<file path="src/rtl/cfsp_pkg.sv">
// Shared codes and sideband type for the cube face select and project block.
package cfsp_pkg;

  localparam int AXIS_BITS = 2;
  localparam int FACE_BITS = 3;

  localparam logic [AXIS_BITS-1:0] AXIS_X = 2'd0;
  localparam logic [AXIS_BITS-1:0] AXIS_Y = 2'd1;
  localparam logic [AXIS_BITS-1:0] AXIS_Z = 2'd2;

  localparam logic [FACE_BITS-1:0] FACE_POS_X = 3'd0;

  // Per-word control that rides alongside the divider lanes.
  typedef struct packed {
    logic [FACE_BITS-1:0] face;
    logic                 zero;
    logic                 neg_u;
    logic                 neg_v;
  } cfsp_side_t;

endpackage

</file>
<file path="src/rtl/cfsp_ifs.sv">
// Valid/ready channel interfaces for direction words in and face/coordinate words out.
interface cfsp_in_if #(
  parameter int COMPONENT_BITS = 16
);
  logic                             valid;
  logic                             ready;
  logic signed [COMPONENT_BITS-1:0] dir_x;
  logic signed [COMPONENT_BITS-1:0] dir_y;
  logic signed [COMPONENT_BITS-1:0] dir_z;

  modport source (output valid, output dir_x, output dir_y, output dir_z, input ready);
  modport sink   (input valid, input dir_x, input dir_y, input dir_z, output ready);
endinterface

interface cfsp_out_if #(
  parameter int OUT_FRACTION_BITS = 14
);
  logic                                valid;
  logic                                ready;
  logic [cfsp_pkg::FACE_BITS-1:0]      face;
  logic signed [OUT_FRACTION_BITS+1:0] coord_u;
  logic signed [OUT_FRACTION_BITS+1:0] coord_v;
  logic                                zero_vector;

  modport source (output valid, output face, output coord_u, output coord_v,
                  output zero_vector, input ready);
  modport sink   (input valid, input face, input coord_u, input coord_v,
                  input zero_vector, output ready);
endinterface

</file>
<file path="src/rtl/cube_face_select_project_core.sv">
// Top level of the cube-map face select and project block.
// Takes one signed direction word per cycle while the output is not stalled and
// returns the major face (0 +x, 1 -x, 2 +y, 3 -y, 4 +z, 5 -z) with u and v in signed
// fixed point carrying OUT_FRACTION_BITS fraction bits, rounded to nearest with
// halves away from zero; u is negated on negative faces and an all-zero direction
// returns face 0, u = v = 0 with zero_vector set. Throughput is one word per clock
// while the output is not stalled. A word passes one front stage for magnitudes
// and axis choice, a row of OUT_FRACTION_BITS + 1 division cells that each settle
// one quotient bit for both coordinates, and one output register. Every stage
// advances on its own, so a stalled output only blocks input once every stage is full.
module cube_face_select_project_core #(
  parameter int COMPONENT_BITS    = 16,
  parameter int OUT_FRACTION_BITS = 14
) (
  input  logic        clk,
  input  logic        rst_n,
  cfsp_in_if.sink     in_dir,
  cfsp_out_if.source  out_res
);
  localparam int CB     = COMPONENT_BITS;
  localparam int RW     = COMPONENT_BITS + OUT_FRACTION_BITS;
  localparam int QW     = OUT_FRACTION_BITS + 1;
  localparam int NCELLS = OUT_FRACTION_BITS + 1;

  logic                 valid_s [0:NCELLS];
  logic                 ready_s [0:NCELLS];
  cfsp_pkg::cfsp_side_t side_s  [0:NCELLS];
  logic [CB-1:0]        div_s   [0:NCELLS];
  logic [RW-1:0]        rem_u_s [0:NCELLS];
  logic [RW-1:0]        rem_v_s [0:NCELLS];
  logic [QW-1:0]        quo_u_s [0:NCELLS];
  logic [QW-1:0]        quo_v_s [0:NCELLS];

  cfsp_prep #(
    .COMPONENT_BITS    (COMPONENT_BITS),
    .OUT_FRACTION_BITS (OUT_FRACTION_BITS)
  ) u_prep (
    .clk     (clk),
    .rst_n   (rst_n),
    .in_dir  (in_dir),
    .valid_o (valid_s[0]),
    .ready_i (ready_s[0]),
    .side_o  (side_s[0]),
    .div_o   (div_s[0]),
    .rem_u_o (rem_u_s[0]),
    .rem_v_o (rem_v_s[0])
  );

  assign quo_u_s[0] = '0;
  assign quo_v_s[0] = '0;

  // Cell k settles quotient bit OUT_FRACTION_BITS - k, MSB first.
  for (genvar k = 0; k < NCELLS; k++) begin : g_cell
    cfsp_div_cell #(
      .DIV_BITS (CB),
      .REM_BITS (RW),
      .QUO_BITS (QW),
      .BIT_POS  (OUT_FRACTION_BITS - k)
    ) u_cell (
      .clk     (clk),
      .rst_n   (rst_n),
      .valid_i (valid_s[k]),
      .ready_o (ready_s[k]),
      .side_i  (side_s[k]),
      .div_i   (div_s[k]),
      .rem_u_i (rem_u_s[k]),
      .rem_v_i (rem_v_s[k]),
      .quo_u_i (quo_u_s[k]),
      .quo_v_i (quo_v_s[k]),
      .valid_o (valid_s[k+1]),
      .ready_i (ready_s[k+1]),
      .side_o  (side_s[k+1]),
      .div_o   (div_s[k+1]),
      .rem_u_o (rem_u_s[k+1]),
      .rem_v_o (rem_v_s[k+1]),
      .quo_u_o (quo_u_s[k+1]),
      .quo_v_o (quo_v_s[k+1])
    );
  end

  cfsp_finish #(
    .OUT_FRACTION_BITS (OUT_FRACTION_BITS)
  ) u_finish (
    .clk     (clk),
    .rst_n   (rst_n),
    .valid_i (valid_s[NCELLS]),
    .ready_o (ready_s[NCELLS]),
    .side_i  (side_s[NCELLS]),
    .quo_u_i (quo_u_s[NCELLS]),
    .quo_v_i (quo_v_s[NCELLS]),
    .out_res (out_res)
  );

endmodule

</file>
<file path="src/rtl/cfsp_prep.sv">
// Front stage: magnitudes, major axis, face, and the rounded dividends for both lanes.
module cfsp_prep #(
  parameter int COMPONENT_BITS    = 16,
  parameter int OUT_FRACTION_BITS = 14
) (
  input  logic                  clk,
  input  logic                  rst_n,
  cfsp_in_if.sink               in_dir,
  output logic                  valid_o,
  input  logic                  ready_i,
  output cfsp_pkg::cfsp_side_t  side_o,
  output logic [COMPONENT_BITS-1:0]                   div_o,
  output logic [COMPONENT_BITS+OUT_FRACTION_BITS-1:0] rem_u_o,
  output logic [COMPONENT_BITS+OUT_FRACTION_BITS-1:0] rem_v_o
);
  localparam int CB = COMPONENT_BITS;
  localparam int RW = COMPONENT_BITS + OUT_FRACTION_BITS;

  logic                 neg_x, neg_y, neg_z;
  logic [CB-1:0]        mag_x, mag_y, mag_z;
  logic [cfsp_pkg::AXIS_BITS-1:0] axis;
  logic [CB-1:0]        major, minor_u, minor_v;
  logic                 neg_major, neg_mu, neg_mv;
  cfsp_pkg::cfsp_side_t side_nxt;
  logic [RW-1:0]        rem_u_nxt, rem_v_nxt;

  logic                 valid_r;
  cfsp_pkg::cfsp_side_t side_r;
  logic [CB-1:0]        div_r;
  logic [RW-1:0]        rem_u_r, rem_v_r;

  assign neg_x = in_dir.dir_x[CB-1];
  assign neg_y = in_dir.dir_y[CB-1];
  assign neg_z = in_dir.dir_z[CB-1];
  // The most negative value maps to 2^(CB-1), which still fits unsigned.
  assign mag_x = neg_x ? CB'(-in_dir.dir_x) : CB'(in_dir.dir_x);
  assign mag_y = neg_y ? CB'(-in_dir.dir_y) : CB'(in_dir.dir_y);
  assign mag_z = neg_z ? CB'(-in_dir.dir_z) : CB'(in_dir.dir_z);

  // Ties go to x, then y.
  always_comb begin
    priority if (mag_x >= mag_y) begin
      axis = (mag_x >= mag_z) ? cfsp_pkg::AXIS_X : cfsp_pkg::AXIS_Z;
    end else begin
      axis = (mag_y >= mag_z) ? cfsp_pkg::AXIS_Y : cfsp_pkg::AXIS_Z;
    end
  end

  always_comb begin
    unique case (axis)
      cfsp_pkg::AXIS_X: begin
        major = mag_x; neg_major = neg_x;
        minor_u = mag_y; neg_mu = neg_y;
        minor_v = mag_z; neg_mv = neg_z;
      end
      cfsp_pkg::AXIS_Y: begin
        major = mag_y; neg_major = neg_y;
        minor_u = mag_x; neg_mu = neg_x;
        minor_v = mag_z; neg_mv = neg_z;
      end
      default: begin
        major = mag_z; neg_major = neg_z;
        minor_u = mag_x; neg_mu = neg_x;
        minor_v = mag_y; neg_mv = neg_y;
      end
    endcase
  end

  always_comb begin
    side_nxt.face  = {axis, neg_major};
    side_nxt.zero  = (major == '0);
    side_nxt.neg_u = neg_mu ^ neg_major;
    side_nxt.neg_v = neg_mv;
  end

  // Dividend carries half the divisor so the quotient rounds to nearest.
  assign rem_u_nxt = (RW'(minor_u) << OUT_FRACTION_BITS) + RW'(major >> 1);
  assign rem_v_nxt = (RW'(minor_v) << OUT_FRACTION_BITS) + RW'(major >> 1);

  assign in_dir.ready = !valid_r || ready_i;

  always_ff @(posedge clk) begin
    if (!rst_n) begin
      valid_r <= 1'b0;
    end else if (in_dir.ready) begin
      valid_r <= in_dir.valid;
    end
  end

  always_ff @(posedge clk) begin
    if (in_dir.ready && in_dir.valid) begin
      side_r  <= side_nxt;
      div_r   <= major;
      rem_u_r <= rem_u_nxt;
      rem_v_r <= rem_v_nxt;
    end
  end

  assign valid_o = valid_r;
  assign side_o  = side_r;
  assign div_o   = div_r;
  assign rem_u_o = rem_u_r;
  assign rem_v_o = rem_v_r;

endmodule

</file>
<file path="src/rtl/cfsp_div_cell.sv">
// One restoring-division cell: resolves a single quotient bit for the u and v lanes.
module cfsp_div_cell #(
  parameter int DIV_BITS = 16,
  parameter int REM_BITS = 30,
  parameter int QUO_BITS = 15,
  parameter int BIT_POS  = 0
) (
  input  logic                 clk,
  input  logic                 rst_n,
  input  logic                 valid_i,
  output logic                 ready_o,
  input  cfsp_pkg::cfsp_side_t side_i,
  input  logic [DIV_BITS-1:0]  div_i,
  input  logic [REM_BITS-1:0]  rem_u_i,
  input  logic [REM_BITS-1:0]  rem_v_i,
  input  logic [QUO_BITS-1:0]  quo_u_i,
  input  logic [QUO_BITS-1:0]  quo_v_i,
  output logic                 valid_o,
  input  logic                 ready_i,
  output cfsp_pkg::cfsp_side_t side_o,
  output logic [DIV_BITS-1:0]  div_o,
  output logic [REM_BITS-1:0]  rem_u_o,
  output logic [REM_BITS-1:0]  rem_v_o,
  output logic [QUO_BITS-1:0]  quo_u_o,
  output logic [QUO_BITS-1:0]  quo_v_o
);
  logic [REM_BITS-1:0] div_sh;
  logic                ge_u, ge_v;

  logic                 valid_r;
  cfsp_pkg::cfsp_side_t side_r;
  logic [DIV_BITS-1:0]  div_r;
  logic [REM_BITS-1:0]  rem_u_r, rem_v_r;
  logic [QUO_BITS-1:0]  quo_u_r, quo_v_r;

  assign div_sh = REM_BITS'(div_i) << BIT_POS;
  assign ge_u   = (rem_u_i >= div_sh);
  assign ge_v   = (rem_v_i >= div_sh);

  // Advance when this slot is empty or its word moves on this cycle.
  assign ready_o = !valid_r || ready_i;

  always_ff @(posedge clk) begin
    if (!rst_n) begin
      valid_r <= 1'b0;
    end else if (ready_o) begin
      valid_r <= valid_i;
    end
  end

  always_ff @(posedge clk) begin
    if (ready_o && valid_i) begin
      side_r  <= side_i;
      div_r   <= div_i;
      rem_u_r <= ge_u ? (rem_u_i - div_sh) : rem_u_i;
      rem_v_r <= ge_v ? (rem_v_i - div_sh) : rem_v_i;
      quo_u_r <= quo_u_i | (QUO_BITS'(ge_u) << BIT_POS);
      quo_v_r <= quo_v_i | (QUO_BITS'(ge_v) << BIT_POS);
    end
  end

  assign valid_o = valid_r;
  assign side_o  = side_r;
  assign div_o   = div_r;
  assign rem_u_o = rem_u_r;
  assign rem_v_o = rem_v_r;
  assign quo_u_o = quo_u_r;
  assign quo_v_o = quo_v_r;

endmodule

</file>
<file path="src/rtl/cfsp_finish.sv">
// Output stage: applies coordinate signs, forces the zero-vector word, holds the result.
module cfsp_finish #(
  parameter int OUT_FRACTION_BITS = 14
) (
  input  logic                         clk,
  input  logic                         rst_n,
  input  logic                         valid_i,
  output logic                         ready_o,
  input  cfsp_pkg::cfsp_side_t         side_i,
  input  logic [OUT_FRACTION_BITS:0]   quo_u_i,
  input  logic [OUT_FRACTION_BITS:0]   quo_v_i,
  cfsp_out_if.source                   out_res
);
  localparam int CW = OUT_FRACTION_BITS + 2;

  logic [CW-1:0] mag_u, mag_v, coord_u_nxt, coord_v_nxt;
  logic [cfsp_pkg::FACE_BITS-1:0] face_nxt;

  logic          valid_r;
  logic [cfsp_pkg::FACE_BITS-1:0] face_r;
  logic [CW-1:0] coord_u_r, coord_v_r;
  logic          zero_r;

  assign mag_u = CW'(quo_u_i);
  assign mag_v = CW'(quo_v_i);

  always_comb begin
    if (side_i.zero) begin
      face_nxt    = cfsp_pkg::FACE_POS_X;
      coord_u_nxt = '0;
      coord_v_nxt = '0;
    end else begin
      face_nxt    = side_i.face;
      coord_u_nxt = side_i.neg_u ? (~mag_u + CW'(1)) : mag_u;
      coord_v_nxt = side_i.neg_v ? (~mag_v + CW'(1)) : mag_v;
    end
  end

  assign ready_o = !valid_r || out_res.ready;

  always_ff @(posedge clk) begin
    if (!rst_n) begin
      valid_r <= 1'b0;
    end else if (ready_o) begin
      valid_r <= valid_i;
    end
  end

  always_ff @(posedge clk) begin
    if (ready_o && valid_i) begin
      face_r    <= face_nxt;
      coord_u_r <= coord_u_nxt;
      coord_v_r <= coord_v_nxt;
      zero_r    <= side_i.zero;
    end
  end

  assign out_res.valid       = valid_r;
  assign out_res.face        = face_r;
  assign out_res.coord_u     = coord_u_r;
  assign out_res.coord_v     = coord_v_r;
  assign out_res.zero_vector = zero_r;

endmodule
</file>
<file path="src/flat_wrapper.sv">
// flat-port wrapper written by rule: the top's interface ports become plain ports
module cube_face_select_project_core_flat 
#(
  parameter int COMPONENT_BITS    = 16,
  parameter int OUT_FRACTION_BITS = 14
)
  (clk, rst_n, in_dir_valid, in_dir_dir_x, in_dir_dir_y, in_dir_dir_z, in_dir_ready, out_res_valid, out_res_face, out_res_coord_u, out_res_coord_v, out_res_zero_vector, out_res_ready);
  cfsp_in_if #(.COMPONENT_BITS(COMPONENT_BITS)) in_dir_i ();
  cfsp_out_if #(.OUT_FRACTION_BITS(OUT_FRACTION_BITS)) out_res_i ();
  input  logic clk;
  input  logic rst_n;
  input wire logic [$bits(in_dir_i.valid)-1:0] in_dir_valid;
  input wire logic [$bits(in_dir_i.dir_x)-1:0] in_dir_dir_x;
  input wire logic [$bits(in_dir_i.dir_y)-1:0] in_dir_dir_y;
  input wire logic [$bits(in_dir_i.dir_z)-1:0] in_dir_dir_z;
  output wire logic [$bits(in_dir_i.ready)-1:0] in_dir_ready;
  output wire logic [$bits(out_res_i.valid)-1:0] out_res_valid;
  output wire logic [$bits(out_res_i.face)-1:0] out_res_face;
  output wire logic [$bits(out_res_i.coord_u)-1:0] out_res_coord_u;
  output wire logic [$bits(out_res_i.coord_v)-1:0] out_res_coord_v;
  output wire logic [$bits(out_res_i.zero_vector)-1:0] out_res_zero_vector;
  input wire logic [$bits(out_res_i.ready)-1:0] out_res_ready;
  assign in_dir_i.valid = in_dir_valid;
  assign in_dir_i.dir_x = in_dir_dir_x;
  assign in_dir_i.dir_y = in_dir_dir_y;
  assign in_dir_i.dir_z = in_dir_dir_z;
  assign in_dir_ready = in_dir_i.ready;
  assign out_res_valid = out_res_i.valid;
  assign out_res_face = out_res_i.face;
  assign out_res_coord_u = out_res_i.coord_u;
  assign out_res_coord_v = out_res_i.coord_v;
  assign out_res_zero_vector = out_res_i.zero_vector;
  assign out_res_i.ready = out_res_ready;
  cube_face_select_project_core #(.COMPONENT_BITS(COMPONENT_BITS), .OUT_FRACTION_BITS(OUT_FRACTION_BITS)) u_core (.clk(clk), .rst_n(rst_n), .in_dir(in_dir_i), .out_res(out_res_i));
endmodule
</file>
<file path="config.mk">
export PLATFORM = sky130hd
export DESIGN_NAME = cube_face_select_project_core_flat
export DESIGN_NICKNAME = d
export VERILOG_FILES = /design/src/rtl/cfsp_pkg.sv /design/src/rtl/cfsp_ifs.sv /design/src/rtl/cube_face_select_project_core.sv /design/src/rtl/cfsp_prep.sv /design/src/rtl/cfsp_div_cell.sv /design/src/rtl/cfsp_finish.sv /design/src/flat_wrapper.sv
export SDC_FILE = /design/constraint.sdc
export NUM_CORES = 2
export LEC_CHECK = 0
export BUFFER_PORTS_ARGS = -buffer_cell sky130_fd_sc_hd__buf_4
export CAP_MARGIN = 40
export CORE_UTILIZATION = 36
export DETAILED_ROUTE_END_ITERATION = 16
export RECOVER_POWER = 25
export SETUP_SLACK_MARGIN = 0.2
export SKIP_CTS_REPAIR_TIMING = 1
export SYNTH_ARGS = -nofsm -noshare
export SYNTH_HDL_FRONTEND = slang
export SYNTH_SLANG_ARGS = --single-unit
</file>
<file path="constraint.sdc">
create_clock -name clk -period 9.85 [get_ports clk]
set_input_delay 0.985 -clock clk [delete_from_list [all_inputs] [get_ports clk]]
set_output_delay 0.985 -clock clk [all_outputs]
set_load 0.005 [all_outputs]
</file>
---- After elaboration in Yosys (flattened, before gate mapping) ----
Cells that the tools add are included.
W data, S select, Z words.
operators by class
  mux-type cells .......................... 42
  $add $sub $neg .......................... 35
  bitwise logic cells ..................... 33
  equal/unequal tests ..................... 1
  reduce and logical (&&, ||, !) cells .... 56
  $lt $le $gt $ge ......................... 33
operators with widths
  operator          count
  $mux W30          28
  $mux W16          5
  $add A30 B15 Y30  2
  $ge A30 B16 Y1    2
  $ge A30 B17 Y1    2
  $ge A30 B18 Y1    2
  $ge A30 B19 Y1    2
  $ge A30 B20 Y1    2
  $ge A30 B21 Y1    2
  $ge A30 B22 Y1    2
  $ge A30 B23 Y1    2
  $ge A30 B24 Y1    2
  $ge A30 B25 Y1    2
  $ge A30 B26 Y1    2
  $ge A30 B27 Y1    2
  $ge A30 B28 Y1    2
  $ge A30 B29 Y1    2
  $ge A30 B30 Y1    2
  $sub A30 B17 Y30  2
  $sub A30 B18 Y30  2
  $sub A30 B19 Y30  2
  $sub A30 B20 Y30  2
  $sub A30 B21 Y30  2
  $sub A30 B22 Y30  2
  40 further kinds  123
storage, ports and cells
  flip-flop bits (word level) ............. 1711
  output and inout port bits .............. 38
  input bits .............................. 52
  word-level logic and storage cells ...... 362

---- Depth between registers and ports, before layout ----
  word-level depth ........................ 19
  mapped depth ............................ 28
  mapped depth without buffers ............ 24

---- Cells and area by module ----
Synthesis repeated with hierarchy kept, for this count alone.
second synthesis, totals
  cells, all modules ...................... 8012
  area total of the unflattened synthesis .. 95587.9 um2
modules (own cells, without submodules)
  module                                    instances  seq. area each (um2)  area each (um2)  cells an instance
  cfsp_div_cell (u_core.g_cell[4].u_cell)   1          3383.2                6154.7           477
  cfsp_div_cell (u_core.g_cell[12].u_cell)  1          3383.2                6124.6           531
  cfsp_div_cell (u_core.g_cell[13].u_cell)  1          3383.2                6104.6           516
  cfsp_div_cell (u_core.g_cell[14].u_cell)  1          3383.2                6073.3           531
  cfsp_div_cell (u_core.g_cell[9].u_cell)   1          3383.2                6028.3           508
  cfsp_div_cell (u_core.g_cell[11].u_cell)  1          3383.2                5977.0           510
  cfsp_div_cell (u_core.g_cell[10].u_cell)  1          3383.2                5974.5           514
  cfsp_div_cell (u_core.g_cell[8].u_cell)   1          3383.2                5931.9           490
  cfsp_div_cell (u_core.g_cell[7].u_cell)   1          3383.2                5823.1           466
  cfsp_div_cell (u_core.g_cell[6].u_cell)   1          3383.2                5760.5           482
  cfsp_div_cell (u_core.g_cell[5].u_cell)   1          3383.2                5731.7           472
  cfsp_div_cell (u_core.g_cell[1].u_cell)   1          3383.2                5621.6           430
  cfsp_div_cell (u_core.g_cell[3].u_cell)   1          3383.2                5609.1           445
  cfsp_div_cell (u_core.g_cell[2].u_cell)   1          3383.2                5601.6           441
  4 more rows                               n/a        n/a                   n/a              n/a

---- Least setup slack after synthesis ----
Ideal clock, no wire load.
  path kind ............................... input port to flip-flop
  start point ............................. input out_res_ready
  end point ............................... register u_core.g_cell[12].u_cell.div_r[0] (enable)
  data arrival time ....................... 8811 ps
  buffers on the path ..................... 0
  stages .................................. 3
  setup time .............................. 726 ps
  slack ................................... 313 ps
  required time ........................... 9124 ps
  path through ............................ nor2b_1 -> and3_1 -> a21boi_0
between the ends
  longest elaborated chain between the ends .. 5
ends and longest elaborated chain
  what                             line                 RTL
  start, declared                  flat_wrapper.sv:22   input wire logic [$bits(out_res_i.ready)-1:0] out_res_ready;
  $logic_or A1 B1 Y1               cfsp_finish.sv:39    assign ready_o = !valid_r || out_res.ready;
  $logic_or A1 B1 Y1 (3 in a row)  cfsp_div_cell.sv:41  assign ready_o = !valid_r || ready_i;
  $logic_and A1 B1 Y1              cfsp_div_cell.sv:52  if (ready_o && valid_i) begin
  end signal, assigned             cfsp_div_cell.sv:54  div_r <= div_i;
  end, declared                    cfsp_div_cell.sv:32  logic [DIV_BITS-1:0] div_r;
Every way passes these cells.
A chain may end at the register's enable or synchronous reset.

---- Worst setup path after layout ----
  start point ............................. input in_dir_dir_y[7]
  end point ............................... register u_core.u_prep.rem_v_r[28], in the netlist u_core.u_prep.rem_v_o[28], data pin
between the ends
  longest elaborated chain between the ends .. 9
  elaborated cells between the ends (all ways) .. 12
  those cells by class .................... 2 x add/sub; 2 x order compare; 1 x eq/ne; 5 x mux; 2 x reduce/logical
ends and longest elaborated chain
  what                                                     line                RTL
  start, declared                                          flat_wrapper.sv:14  input wire logic [$bits(in_dir_i.dir_y)-1:0] in_dir_dir_y;
  $neg A16 Y16                                             cfsp_prep.sv:37     assign mag_y = neg_y ? CB'(-in_dir.dir_y) : CB'(in_dir.dir_y);
  $mux W16 *                                               cfsp_prep.sv:37
  $ge A16 B16 Y1                                           cfsp_prep.sv:45     axis = (mag_y >= mag_z) ? cfsp_pkg::AXIS_Y : cfsp_pkg::AXIS_Z;
  $mux W2                                                  cfsp_prep.sv:45
  $mux W2                                                  cfsp_prep.sv:42     priority if (mag_x >= mag_y) begin
  $eq A2 B1 Y1 / $logic_not A2 Y1 (equally long branches)  cfsp_prep.sv:50     unique case (axis)
  $reduce_or A2 Y1 (no line)                               n/a
  $mux W16                                                 cfsp_prep.sv:50
  $add A30 B15 Y30 *                                       cfsp_prep.sv:78     assign rem_v_nxt = (RW'(minor_v) << OUT_FRACTION_BITS) + RW'(major >> 1);
  named net u_core.u_prep.rem_v_nxt[28]                    cfsp_prep.sv:25     logic [RW-1:0] rem_u_nxt, rem_v_nxt;
  end signal, assigned                                     cfsp_prep.sv:95     rem_v_r <= rem_v_nxt;
  end, declared                                            cfsp_prep.sv:30     logic [RW-1:0] rem_u_r, rem_v_r;
The timed path passes the listed nets; every way through them passes the cells marked *.

==> flow_metrics.env <==
export IMPL_violations="max-capacitance violations, max-slew violations"
export IMPL_synthCells=6512
export IMPL_synth_main_ff_cell="edfxtp_1"
export IMPL_start_kind="input port"
export IMPL_relSlewSlack=-0.329
export IMPL_wire_per_inst_um=19.4
export IMPL_grt_pass1_wl_um=282000
export IMPL_clock_skew_ps=62.6
export IMPL_fp_row_count=164
export IMPL_wl_um=184000
export IMPL_sw_frac_of_total=0.254
export IMPL_overflow=0
export IMPL_worst_slew_pin_slew_ps=1990
export IMPL_synthArstFlopShare=0
export IMPL_finalHoldViolCount=0
export IMPL_min_period_over_period=0.729
export IMPL_cts_tree="built"
export IMPL_coreArea_sq_um=200000
export IMPL_clk_latency_ps=790
export IMPL_path_buf_inv=2
export IMPL_clk_pin_slew_ps=60
export IMPL_crit_path_cell_trace="buf_4 > or4_4 > or3_4 > o41ai_1 > xor2_1 > inv_1 > ha_1 > and2_1 > a221oi_1 > o21ai_0 > a41o_1 > o31ai_1 > nor2_2 > o21a_4 > nand2_1 > o21ai_0 > ha_1 > ha_1 > nand3_1 > or4_1 > nor2_1 > a31oi_1 > nor2_1 > xor2_1"
export IMPL_crit_fanout=38
export IMPL_fin_setup_tns_ps=0
export IMPL_clock_sinks=1291
export IMPL_grtUsageTotal=0.176
export IMPL_die_area_sq_um=204000
export IMPL_cp_top_family="simple AND/OR/NAND/NOR gates"
export IMPL_hold_ws_ps=405
export IMPL_drv_slew=68
export IMPL_status="finished with violations"
export IMPL_drt_vias_per_instance=5.26
export IMPL_criticalPathCategory="in -> reg"
export IMPL_crit_slowest_cell="xor2_1"
export IMPL_numCtsBuffers=141
export IMPL_dr_pass1_iters=6
export IMPL_ant_nets=0
export IMPL_nNetsFinal=7288
export IMPL_cp_data_required_time_ps=10370
export IMPL_diodes=0
export IMPL_clockBufferDepth=3
export IMPL_post_route_drc_count=0
export IMPL_combPwrFrac=0.136
export IMPL_synthesis_area_sq_um=72900
export IMPL_cp_slowest_stage_delay_ps=570
export IMPL_ys_types=92
export IMPL_hpwl_um=145000
export IMPL_yosysWarnings=0
export IMPL_synth_avg_cell_area_sq_um=11.2
export IMPL_path_common_cell="ha_1"
export IMPL_cp_end_kind="flop"
export IMPL_start_util=0.364
export IMPL_fillerInstances=18900
export IMPL_timing_fmax_ghz=0.139
export IMPL_routabilityCongestion=0.909
export IMPL_die_y_um=452
export IMPL_ys_ff_latch=1291
export IMPL_max_cap_viol_count=2
export IMPL_layout_min_cycle_time_ps=7180
export IMPL_netSwitchingPower_uw=3420
export IMPL_setup_violations=0
export IMPL_powerDensity_nw_per_um2=164
export IMPL_grt_pass1_vias=48700
export IMPL_vias=49800
export IMPL_drive_above_1_share=0.0810
export IMPL_io_pins=90
export IMPL_synth_edf_count=1274
export IMPL_ys_seq_area_frac=0.529
export IMPL_area_growth_pct=12.4
export IMPL_ir_drop_uv=164
export IMPL_grt_max_degree=73
export IMPL_p_leak_uw=0.0297
export IMPL_grt_setup_unrepaired="false"
export IMPL_hp_class="reg -> reg"
export IMPL_antenna_found_initial=3
export IMPL_clock_root_buffer="clkbuf_16"
export IMPL_arrival_ps=7700
export IMPL_intPower_uw=10000
export IMPL_port_buffers=89
export IMPL_pwr_share_seq=0.472
export IMPL_dr_first_iter_drc_count=3658
export IMPL_die_w_um=452
export IMPL_ctsHtreeMaxLevel=4
export IMPL_syn_nets=7112
export IMPL_clockPowerShare=0.392
==> cells in the mapped netlist, drive strengths merged, types with 16 or more instances <==
library cell     n  share of area
nand2b         108         0.0093
nor2           491          0.025
nor4            82         0.0071
edfxtp        1274           0.52
and3            39         0.0033
mux2            93          0.014
nand2          521          0.027
o41ai           20         0.0027
xnor2          319          0.038
xor2           255          0.031
nand3          113         0.0078
a31oi           31         0.0027
dfxtp           17         0.0047
inv            431          0.022
and4            16         0.0019
o21bai          28         0.0029
nor3           164          0.011
fa              28         0.0077
or3             74         0.0064
a21oi          444          0.031
a21boi          51         0.0053
ha             520          0.089
a21o           135          0.014
clkbuf         107         0.0055
o21ai          397          0.027
nand3b          24         0.0025
nor2b          119          0.010
mux2i           25         0.0034
buf             18         0.0015
o31ai           77         0.0082
a211o           24         0.0029
nand4           91         0.0078
o211ai          26         0.0029
or4             24         0.0026
a211oi          43         0.0044
o21a            74         0.0077
or2             32         0.0027
and2            18         0.0015
==> power by group through the flow <==
| stage | clock [uW] | combinational [uW] | sequential, uW |
|---|---|---|---|
| 2_1_floorplan | 0 | 1350 | 6380 |
| 3_3_place_gp | 0 | 1770 | 6460 |
| 6_report | 5270 | 1820 | 6340 |
| 4_1_cts | 5420 | 1830 | 6340 |
| 5_1_grt | 5620 | 2030 | 6350 |
| 3_5_place_dp | 0 | 1810 | 6460 |
==> registers in the layout, indices dropped and copies added, names as in the netlist <==
name and cells:
u_core.u_prep.rem_u_o 16, u_core.u_finish.out_res.valid 1, u_core.g_cell.u_cell.rem_v_o 315, u_core.u_finish.out_res.zero_vector 1, u_core.u_finish.out_res.coord_u 16, u_core.u_finish.out_res.face 3
u_core.g_cell.u_cell.div_o 224, u_core.g_cell.u_cell.quo_v_o 120, u_core.u_prep.div_o 2, u_core.g_cell.u_cell.quo_u_o 120, u_core.u_finish.out_res.coord_v 16, u_core.g_cell.u_cell.rem_u_o 315
u_core.u_prep.side_o 6, u_core.u_prep.valid_o 1, u_core.u_prep.rem_v_o 30, u_core.g_cell.u_cell.valid_o 15, u_core.g_cell.u_cell.side_o 90
==> final cells by class <==
class | instances | area [sq um] | share of cell area
Sequential cell | 1291 | 38600 | 0.471
Timing Repair Buffer | 158 | 1400 | 0.0171
Inverter | 432 | 1620 | 0.0198
Clock buffer | 164 | 3660 | 0.0446
Multi-Input combinational cell | 4664 | 32400 | 0.395
Tap cell | 2656 | 3320 | 0.0406
Clock inverter | 93 | 968 | 0.0118
==> cell usage in the layout (no fill, tap or decap), drive strengths merged, types with 152 or more instances in the layout <==
cell / count
a21oi: 444
buf: 152
clkbuf: 168
edfxtp: 1274
ha: 520
inv: 438
nand2: 521
nor2: 491
nor3: 164
o21ai: 397
xnor2: 319
xor2: 255
==> worst register-to-register path, stage by stage, from the launching register on <==
cell,delay (ps)
edfxtp_1,470
inv_1,120
ha_1,320
nor2b_1,130
o21a_1,130
o21ai_0,110
a211oi_1,550
o211ai_1,260
a21boi_0,490
nor4_2,60
buf_4,200
a211oi_1,700
or3b_2,530
nor3_1,190
xor2_1,90
==> metal layers <==
layer | wire length (um) | up-vias | GRT usage
met1 | 81400 | 24000 | 0.229
met4 | 5110 | 0 | 0.0557
met2 | 89900 | 1078 | 0.304
met5 | 0 | - | 0
met3 | 7140 | 276 | 0.0221
li1 | - | 24400 | -
==> per-stage QoR <==
stage               std cells  total power (uW)  instance area, sq um  setup slack, ps   util
global route             9458             14000                 82000             2160  0.409
global placement         9178              8230                 77000             1970  0.384
floorplan                6512              7730                 72900              313      -
CTS                      9457             13600                 82000             2650  0.409
finish                   9458             13400                 82000             2670  0.409
detailed placement       9200              8270                 77400             1830  0.386
==> worst paths after layout <==
kind,start,end,slack [ps],cells past startpoint
setup / recovery,in_dir_dir_y[7],u_core.u_prep.rem_v_o[28]$_DFFE_PP_,2670,24
hold / removal,u_core.g_cell[13].u_cell.quo_v_o[9]$_DFFE_PP_,u_core.g_cell[14].u_cell.quo_v_o[9]$_DFFE_PP_,410,0
setup reg to reg,u_core.g_cell[12].u_cell.div_o[1]$_DFFE_PP_,u_core.g_cell[13].u_cell.rem_v_o[29]$_DFFE_PP_,5260,14
hold reg to reg,u_core.g_cell[13].u_cell.quo_v_o[9]$_DFFE_PP_,u_core.g_cell[14].u_cell.quo_v_o[9]$_DFFE_PP_,410,0
==> cells by family after synthesis <==
group,Yosys count,synth area share
AO/OA/AOI/OAI,1465,0.126
XOR/XNOR,574,0.0692
adder cells (fa/ha/maj),548,0.0969
buffers and inverters,557,0.0293
flip-flops,1291,0.529
multiplexers,118,0.0178
AND/OR/NAND/NOR,1959,0.132
Note: power is estimated with default switching activity, not from simulation.
